<file path="src/fcb_pkg.sv">
`timescale 1ns / 1ps

package fcb_pkg;

    // Sizes
    localparam int COUNT_WIDTH = 16;
    localparam int NUM_LETTERS = 26;
    localparam int LETTER_W    = 5;
    localparam int CHAR_W      = 8;
    localparam int OP_W        = 2;

    // Letter index that the most frequent letter maps onto ('e')
    localparam logic [LETTER_W-1:0] TARGET_IDX = 5'd4;

    // ASCII bounds
    localparam logic [CHAR_W-1:0] CHAR_UPPER_A = 8'h41;
    localparam logic [CHAR_W-1:0] CHAR_UPPER_Z = 8'h5A;
    localparam logic [CHAR_W-1:0] CHAR_LOWER_A = 8'h61;
    localparam logic [CHAR_W-1:0] CHAR_LOWER_Z = 8'h7A;

    // Operation codes
    localparam logic [OP_W-1:0] OP_CLEAR   = 2'd0;
    localparam logic [OP_W-1:0] OP_COUNT   = 2'd1;
    localparam logic [OP_W-1:0] OP_DECRYPT = 2'd2;

    typedef logic [COUNT_WIDTH-1:0] count_t;
    typedef logic [LETTER_W-1:0]    letter_t;
    typedef logic [CHAR_W-1:0]      char_t;

    // Byte classification
    typedef struct packed {
        logic    is_letter;
        logic    upper;
        letter_t idx;
    } char_class_t;

    // Update command into the frequency table
    typedef struct packed {
        logic    en;
        logic    clear;
        logic    count;
        letter_t idx;
    } tally_cmd_t;

    // Argmax status out of the frequency table
    typedef struct packed {
        letter_t best_letter;
        logic    letters_seen;
    } freq_status_t;

    function automatic char_class_t classify(input char_t ch);
        char_class_t r;
        char_t       off_u;
        char_t       off_l;
        r     = '0;
        off_u = ch - CHAR_UPPER_A;
        off_l = ch - CHAR_LOWER_A;
        if (ch >= CHAR_UPPER_A && ch <= CHAR_UPPER_Z) begin
            r.is_letter = 1'b1;
            r.upper     = 1'b1;
            r.idx       = off_u[LETTER_W-1:0];
        end else if (ch >= CHAR_LOWER_A && ch <= CHAR_LOWER_Z) begin
            r.is_letter = 1'b1;
            r.upper     = 1'b0;
            r.idx       = off_l[LETTER_W-1:0];
        end
        return r;
    endfunction

endpackage

</file>
<file path="src/fcb_freq_table.sv">
`timescale 1ns / 1ps

// Letter counts with saturation and a running argmax (ties to the lower letter).
module fcb_freq_table (
    input  logic                 aclk,
    input  logic                 aresetn,
    input  fcb_pkg::tally_cmd_t  cmd,
    output fcb_pkg::freq_status_t status,
    output fcb_pkg::freq_status_t status_next
);

    fcb_pkg::count_t  counts_reg [fcb_pkg::NUM_LETTERS];
    fcb_pkg::count_t  best_count_reg;
    fcb_pkg::count_t  best_count_next;
    fcb_pkg::letter_t best_letter_reg;
    fcb_pkg::letter_t best_letter_next;

    fcb_pkg::count_t  cur_count;
    fcb_pkg::count_t  inc_count;
    logic             take_lead;

    // Saturating increment of the addressed count
    assign cur_count = counts_reg[cmd.idx];
    assign inc_count = (cur_count == '1) ? cur_count
                                         : cur_count + fcb_pkg::COUNT_WIDTH'(1);

    assign take_lead = (inc_count > best_count_reg) ||
                       (inc_count == best_count_reg && cmd.idx < best_letter_reg);

    // Next argmax
    always_comb begin
        best_count_next  = best_count_reg;
        best_letter_next = best_letter_reg;
        if (cmd.en) begin
            if (cmd.clear) begin
                best_count_next  = '0;
                best_letter_next = '0;
            end else if (cmd.count && take_lead) begin
                best_count_next  = inc_count;
                best_letter_next = cmd.idx;
            end
        end
    end

    always_ff @(posedge aclk) begin
        if (!aresetn || (cmd.en && cmd.clear)) begin
            for (int i = 0; i < fcb_pkg::NUM_LETTERS; i++) begin
                counts_reg[i] <= '0;
            end
        end else if (cmd.en && cmd.count) begin
            counts_reg[cmd.idx] <= inc_count;
        end
    end

    always_ff @(posedge aclk) begin
        if (!aresetn) begin
            best_count_reg  <= '0;
            best_letter_reg <= '0;
        end else begin
            best_count_reg  <= best_count_next;
            best_letter_reg <= best_letter_next;
        end
    end

    assign status.best_letter       = best_letter_reg;
    assign status.letters_seen      = (best_count_reg != '0);
    assign status_next.best_letter  = best_letter_next;
    assign status_next.letters_seen = (best_count_next != '0);

endmodule

</file>
<file path="src/fcb_decrypt.sv">
`timescale 1ns / 1ps

// Shift a letter so the most frequent letter lands on 'e'; case is kept.
module fcb_decrypt (
    input  fcb_pkg::char_t       char_in,
    input  fcb_pkg::char_class_t cls,
    input  fcb_pkg::freq_status_t status,
    input  logic                 decrypt_en,
    output fcb_pkg::char_t       char_out
);

    localparam logic [5:0] BIAS = 6'(fcb_pkg::NUM_LETTERS) + 6'(fcb_pkg::TARGET_IDX);
    localparam logic [5:0] MOD1 = 6'(fcb_pkg::NUM_LETTERS);
    localparam logic [5:0] MOD2 = 6'(2 * fcb_pkg::NUM_LETTERS);

    logic [5:0]       sum;
    logic [5:0]       wrapped;
    fcb_pkg::char_t   base;

    // idx + 26 + 4 - best stays in 5..55, so at most two subtractions
    assign sum = {1'b0, cls.idx} + BIAS - {1'b0, status.best_letter};

    always_comb begin
        if (sum >= MOD2) begin
            wrapped = sum - MOD2;
        end else if (sum >= MOD1) begin
            wrapped = sum - MOD1;
        end else begin
            wrapped = sum;
        end
    end

    assign base = cls.upper ? fcb_pkg::CHAR_UPPER_A : fcb_pkg::CHAR_LOWER_A;

    assign char_out = (decrypt_en && cls.is_letter && status.letters_seen)
                    ? base + {3'b000, wrapped[fcb_pkg::LETTER_W-1:0]}
                    : char_in;

endmodule

</file>
<file path="src/frequency_caesar_breaker_core.sv">
`timescale 1ns / 1ps

// Channel  | Ports                                            | Direction
// ---------+--------------------------------------------------+----------
// input    | s_valid s_ready s_operation s_char_in            | in
// result   | m_valid m_ready m_char_out m_top_letter          | out
//          | m_letters_seen                                   |
//
// One transfer per cycle sustained while m_ready stays high; each item passes through
// the input register, then the result register, before its result is given.
// Counts and argmax update in the cycle an item moves from input to result
// register, so back-to-back count and decrypt items see each other's effect.
// aresetn (synchronous, active low) zeroes all counts and the argmax.
// A stalled result holds; the input register still fills behind it.
module frequency_caesar_breaker_core (
    input  logic                         aclk,
    input  logic                         aresetn,
    input  logic                         s_valid,
    output logic                         s_ready,
    input  logic [fcb_pkg::OP_W-1:0]     s_operation,
    input  fcb_pkg::char_t               s_char_in,
    output logic                         m_valid,
    input  logic                         m_ready,
    output fcb_pkg::char_t               m_char_out,
    output fcb_pkg::letter_t             m_top_letter,
    output logic                         m_letters_seen
);

    logic                     in_valid_reg;
    logic [fcb_pkg::OP_W-1:0] in_op_reg;
    fcb_pkg::char_t           in_char_reg;

    logic                     out_valid_reg;
    fcb_pkg::char_t           out_char_reg;
    fcb_pkg::letter_t         out_best_reg;
    logic                     out_seen_reg;

    logic                     advance;
    fcb_pkg::char_class_t     cls;
    fcb_pkg::tally_cmd_t      cmd;
    fcb_pkg::freq_status_t    status;
    fcb_pkg::freq_status_t    status_next;
    fcb_pkg::char_t           out_char_next;

    // Handshake: item moves on when the result register is free or draining
    assign advance = in_valid_reg && (!out_valid_reg || m_ready);
    assign s_ready = !in_valid_reg || advance;

    // Input register
    always_ff @(posedge aclk) begin
        if (!aresetn) begin
            in_valid_reg <= 1'b0;
        end else if (s_ready) begin
            in_valid_reg <= s_valid;
        end
    end

    always_ff @(posedge aclk) begin
        if (s_valid && s_ready) begin
            in_op_reg   <= s_operation;
            in_char_reg <= s_char_in;
        end
    end

    assign cls = fcb_pkg::classify(in_char_reg);

    // Table update command
    assign cmd.en    = advance;
    assign cmd.clear = (in_op_reg == fcb_pkg::OP_CLEAR);
    assign cmd.count = (in_op_reg == fcb_pkg::OP_COUNT) && cls.is_letter;
    assign cmd.idx   = cls.idx;

    fcb_freq_table u_freq_table (
        .aclk        (aclk),
        .aresetn     (aresetn),
        .cmd         (cmd),
        .status      (status),
        .status_next (status_next)
    );

    fcb_decrypt u_decrypt (
        .char_in    (in_char_reg),
        .cls        (cls),
        .status     (status),
        .decrypt_en (in_op_reg == fcb_pkg::OP_DECRYPT),
        .char_out   (out_char_next)
    );

    // Result register
    always_ff @(posedge aclk) begin
        if (!aresetn) begin
            out_valid_reg <= 1'b0;
        end else if (advance) begin
            out_valid_reg <= 1'b1;
        end else if (m_ready) begin
            out_valid_reg <= 1'b0;
        end
    end

    always_ff @(posedge aclk) begin
        if (advance) begin
            out_char_reg <= out_char_next;
            out_best_reg <= status_next.best_letter;
            out_seen_reg <= status_next.letters_seen;
        end
    end

    assign m_valid        = out_valid_reg;
    assign m_char_out     = out_char_reg;
    assign m_top_letter   = out_best_reg;
    assign m_letters_seen = out_seen_reg;

endmodule

</file>
<file path="config.mk">
export PLATFORM = sky130hd
export DESIGN_NAME = frequency_caesar_breaker_core
export DESIGN_NICKNAME = d
export VERILOG_FILES = /design/src/fcb_pkg.sv /design/src/fcb_freq_table.sv /design/src/fcb_decrypt.sv /design/src/frequency_caesar_breaker_core.sv
export SDC_FILE = /design/constraint.sdc
export NUM_CORES = 1
export LEC_CHECK = 0
export ABC_CLOCK_PERIOD_IN_PS = 13700
export BUFFER_PORTS_ARGS = -buffer_cell sky130_fd_sc_hd__buf_2
export CORE_UTILIZATION = 47
export CTS_BUF_LIST = sky130_fd_sc_hd__clkbuf_8
export DETAILED_ROUTE_END_ITERATION = 8
export PLACE_DENSITY_LB_ADDON = 0.3
export REMOVE_ABC_BUFFERS = 1
export SYNTH_ARGS = -nofsm -noshare
export SYNTH_HDL_FRONTEND = slang
export SYNTH_HIERARCHICAL = 1
export SYNTH_SLANG_ARGS = --single-unit
</file>
<file path="constraint.sdc">
create_clock -name aclk -period 13.7 [get_ports aclk]
set_input_delay 0 -clock aclk [delete_from_list [all_inputs] [get_ports aclk]]
set_output_delay 0 -clock aclk [all_outputs]
set_load 0.03 [all_outputs]
</file>
==> impl_results.rst <==
.. list-table::
   :header-rows: 1

   * - Metric
     - Value
   * - Average cell area after synthesis
     - 12.7 µm²
   * - Crit-path most repeated cell
     - sky130_fd_sc_hd__ha_1
   * - Post-route ant nets
     - 0
   * - Final HPWL DP
     - 50600 µm
   * - MaxCap Viol Count
     - 0
   * - Via count
     - 17500
   * - Reg-to-Reg Start
     - in_char_reg[0]$_DFFE_PP_
   * - Hold wc startpoint
     - s_char_in[0]
   * - Required time at the worst-slack endpoint
     - 14.16 ns
   * - Count of unique library cells instantiated by Yosys
     - 79
   * - # H-tree levels
     - 3
   * - Total non-filler cell area in the finished layout
     - 28300 µm²
   * - WL per Instance
     - 28.0 µm
   * - Number of enable-type register cells in the synthesized netlist
     - 536
   * - Number of instances in the synthesized netlist
     - 2003
   * - Post-cts hold buffer count
     - 25
   * - Compound-cell area share of the yosys netlist
     - 0.0614
   * - Synthesized flop and latch total
     - 559
   * - Final setup vio count
     - 0
   * - IO Count
     - 30
   * - Setup repair after global routing missed its margin
     - false
   * - Buffers on Ports
     - 29
   * - Max Transition Viols Final
     - 0
   * - Share of synthesized area occupied by flip-flops and latches
     - 0.653
   * - Mux cell area share after synthesis
     - 0.104
   * - Kind of path behind the tightest hold check
     - in2reg
   * - Total congestion overflow after global routing
     - 0
   * - Main combinational cell family by area after synthesis
     - simple AND/OR/NAND/NOR gates
   * - Crit-path max FO
     - 28
   * - Post-synthesis share of cell area spent on xor and xnor gates
     - 0.00533
   * - Adder-cell share of the synthesized area
     - 0.0205
   * - Vias in the first global route
     - 16700
   * - Final min period
     - 9.59 ns
   * - First-pass GRT wire length
     - 113000 µm
   * - Initial DRT Pass Iterations
     - 5
   * - Status
     - finished, final reports clean
   * - Critical Setup Path Class
     - reg2reg
   * - Most used flip-flop cell after synthesis
     - sky130_fd_sc_hd__edfxtp_1
   * - Startpoint Class
     - flop
   * - Total global-route track usage
     - 0.293
   * - Worst skew pair latency
     - 0.72 ns
   * - Synthesized cell area
     - 25400 µm²
   * - Maximum number of buffers from clock root to sink
     - 3
   * - Largest net degree at the start of global routing
     - 118
   * - Drt via density
     - 6.20
   * - Number of placement rows
     - 84
   * - Layout net count
     - 2110
   * - Clock buffers created by TritonCTS
     - 91
   * - Ant. Diodes
     - 0
   * - Final hold violations
     - 0
   * - Relative max-transition margin
     - 0.156
   * - Part of the cycle the worst path needs
     - 0.700
   * - Maximum frequency from static timing analysis
     - 104 MHz
   * - DRC marker count from the first detailed-route iteration
     - 2130
   * - Synth-to-Final Area Change
     - 11.6%
   * - Total clock sinks
     - 559
   * - CTS tree
     - yes
   * - Final weighted congestion in routability-driven placement
     - 0.964
   * - Final worst clock skew
     - 0.0260 ns
   * - Ratio of cells with drive above 1 in the final layout
     - 0.112
   * - Least-Margin Pin Slew
     - 1.25 ns
   * - Buffer cell driving the clock tree root
     - sky130_fd_sc_hd__clkbuf_8
   * - Clock slew at reported path FFs
     - 0.06 ns
   * - Top delay family on crit path
     - simple AND/OR/NAND/NOR gates
   * - Worst setup path startpoint
     - in_char_reg[0]$_DFFE_PP_
   * - CP arrival
     - 10.05 ns
   * - LEAKAGE
     - 9.85 nW
   * - Flip-flop count of the largest register, all copies and words added
     - 512
   * - Final wirelength
     - 78900 µm
   * - Starting Density
     - 0.479
   * - Delay of the slowest critical-path stage
     - 1.00 ns
   * - Async set-reset flop share out of synthesis
     - 0
   * - Setup_tns
     - 0 ns
   * - Count of yosys warnings during synthesis
     - 6
   * - Initial antenna violation count
     - 2
   * - Core Footprint
     - 53000 µm²
   * - PwrDens
     - 133 nW/µm²
   * - Worst voltage drop across the vdd grid
     - 88.7 µV
   * - CTS-repair resized insts
     - 0
   * - Die height
     - 234 µm
   * - Chip width
     - 234 µm
   * - Cell Area, Placed
     - 26400 µm²
   * - DRC
     - 0
   * - Post CTS Setup Buffer Count
     - 0
   * - Worst path buffer plus inverter count
     - 4
   * - Crit path capture type
     - flop
   * - Die outline area
     - 54900 µm²
   * - Share of synthesized cell area in and, or, nand and nor gates
     - 0.123
   * - Cell with the largest stage delay on the worst path
     - sky130_fd_sc_hd__nand4bb_1
-- layout by cell type (no fill, tap or decap), types with 5 or more instances in the layout --
cell and n:
sky130_fd_sc_hd__nand4_1 11, sky130_fd_sc_hd__nand3_1 18, sky130_fd_sc_hd__o21a_1 7, sky130_fd_sc_hd__mux2i_1 256, sky130_fd_sc_hd__dlygate4sd3_1 25, sky130_fd_sc_hd__xnor2_1 6
sky130_fd_sc_hd__a21o_1 9, sky130_fd_sc_hd__inv_1 98, sky130_fd_sc_hd__nor4_1 38, sky130_fd_sc_hd__nor2b_1 11, sky130_fd_sc_hd__mux2i_4 5, sky130_fd_sc_hd__nor3_1 15
sky130_fd_sc_hd__edfxtp_1 536, sky130_fd_sc_hd__clkinv_1 19, sky130_fd_sc_hd__and2_1 7, sky130_fd_sc_hd__buf_4 43, sky130_fd_sc_hd__nand2_1 96, sky130_fd_sc_hd__clkinv_2 9
sky130_fd_sc_hd__nand4bb_1 6, sky130_fd_sc_hd__and3b_1 5, sky130_fd_sc_hd__o22ai_1 129, sky130_fd_sc_hd__clkbuf_8 94, sky130_fd_sc_hd__buf_2 29, sky130_fd_sc_hd__dfxtp_1 23
sky130_fd_sc_hd__a21boi_0 5, sky130_fd_sc_hd__a21oi_1 13, sky130_fd_sc_hd__o21ai_0 15, sky130_fd_sc_hd__nor2_1 439, sky130_fd_sc_hd__a22oi_1 5, sky130_fd_sc_hd__or4b_1 6
sky130_fd_sc_hd__ha_1 40
-- through the flow --
step / power, W / worst slack [ns] / hold WS, ns / cells / utilization
after floorplan: 0.00232 / -25.13 / 0.0989 / 1863 / -
after global placement: 0.00242 / 4.44 / 0.179 / 2625 / 0.498
after detailed placement: 0.00242 / 4.31 / 0.179 / 2625 / 0.498
after CTS: 0.00375 / 4.30 / 0.00233 / 2813 / 0.534
after global routing: 0.00386 / 3.65 / 0.0277 / 2813 / 0.534
final: 0.00375 / 4.11 / 0.0321 / 2813 / 0.534
-- where the power goes --
part | leakage (nW) | total [W] | internal [W] | switching [W]
Combinational | 3.26 | 0.000450 | 0.000115 | 0.000334
Clock | 0.965 | 0.00134 | 0.000660 | 0.000684
Sequential | 5.62 | 0.00196 | 0.00194 | 0.0000172
-- metal layers --
layer	GRT usage	vias up	wire length, µm	share of wire
li1	-	7475	-	-
met1	0.388	8683	30300	0.38
met2	0.448	1087	35400	0.45
met3	0.0669	203	8660	0.11
met4	0.158	4	4570	0.058
met5	0	-	22	0.00028
-- area by class of cell --
cell class                      instances  area [µm²]
Clock buffer                           94        1290
Inverter                               65         244
Multi-Input combinational cell       1239        8230
Timing Repair Buffer                   99         758
Clock inverter                         69         345
Fill cell                            4472       24700
Tap cell                              688         861
Sequential cell                       559       16600
-- synthesized netlist by cell type, types with 4 or more instances --
library cell,count,share of area
sky130_fd_sc_hd__mux2i_1,260,0.10
sky130_fd_sc_hd__nand4_1,11,0.0027
sky130_fd_sc_hd__buf_2,42,0.0083
sky130_fd_sc_hd__clkbuf_1,94,0.014
sky130_fd_sc_hd__edfxtp_1,536,0.63
sky130_fd_sc_hd__o21a_1,7,0.0021
sky130_fd_sc_hd__dfxtp_1,23,0.018
sky130_fd_sc_hd__ha_1,40,0.020
sky130_fd_sc_hd__xnor2_2,4,0.0026
sky130_fd_sc_hd__a21boi_0,5,0.0015
sky130_fd_sc_hd__a211oi_1,7,0.0021
sky130_fd_sc_hd__a21oi_1,13,0.0026
sky130_fd_sc_hd__a22oi_1,5,0.0015
sky130_fd_sc_hd__o22ai_1,129,0.032
sky130_fd_sc_hd__nand3_1,18,0.0036
sky130_fd_sc_hd__or4b_1,6,0.0024
sky130_fd_sc_hd__o32ai_1,4,0.0014
sky130_fd_sc_hd__nor2b_1,11,0.0027
sky130_fd_sc_hd__nor3_1,20,0.0039
sky130_fd_sc_hd__nor3b_1,4,0.0012
sky130_fd_sc_hd__inv_1,65,0.0096
sky130_fd_sc_hd__o21ai_0,17,0.0034
sky130_fd_sc_hd__nand4b_1,4,0.0014
sky130_fd_sc_hd__nand4bb_1,6,0.0027
sky130_fd_sc_hd__xnor2_1,6,0.0021
sky130_fd_sc_hd__nor4_1,39,0.0096
sky130_fd_sc_hd__a21o_1,9,0.0027
sky130_fd_sc_hd__and3b_1,5,0.0017
sky130_fd_sc_hd__nand2_1,96,0.014
sky130_fd_sc_hd__nor2_1,439,0.065
sky130_fd_sc_hd__and2_1,7,0.0017
-- final timing paths --
kind / to / slack [ns] / cells past startpoint
setup / recovery: m_letters_seen$_DFFE_PP_ / 4.11 / 29
hold / removal: in_char_reg[0]$_DFFE_PP_ / 0.03 / 2
hold reg to reg: u_freq_table/best_count_reg[9]$_SDFF_PN0_ / 0.47 / 2
setup reg to reg: m_letters_seen$_DFFE_PP_ / 4.11 / 29
-- cells by family after synthesis --
| group | after synthesis |
|---|---|
| xor gates and xnor gates | 12 |
| adders and majority gates | 41 |
| and+or+nand+nor | 694 |
| DFF | 559 |
| muxes | 262 |
| buffers and inverters | 205 |
| AOI/OAI and AO/OA | 230 |
-- worst reg2reg max path, delay by kind of cell (launching register included) --
family	cells	cell delay [ns]
buf+inv	4	1.07
xor+xnor	1	0.17
compound gates	10	2.86
simple gates	11	3.93
fa+ha+maj	3	0.81
flops	1	0.49
Note: power is estimated with default switching activity, not from simulation.
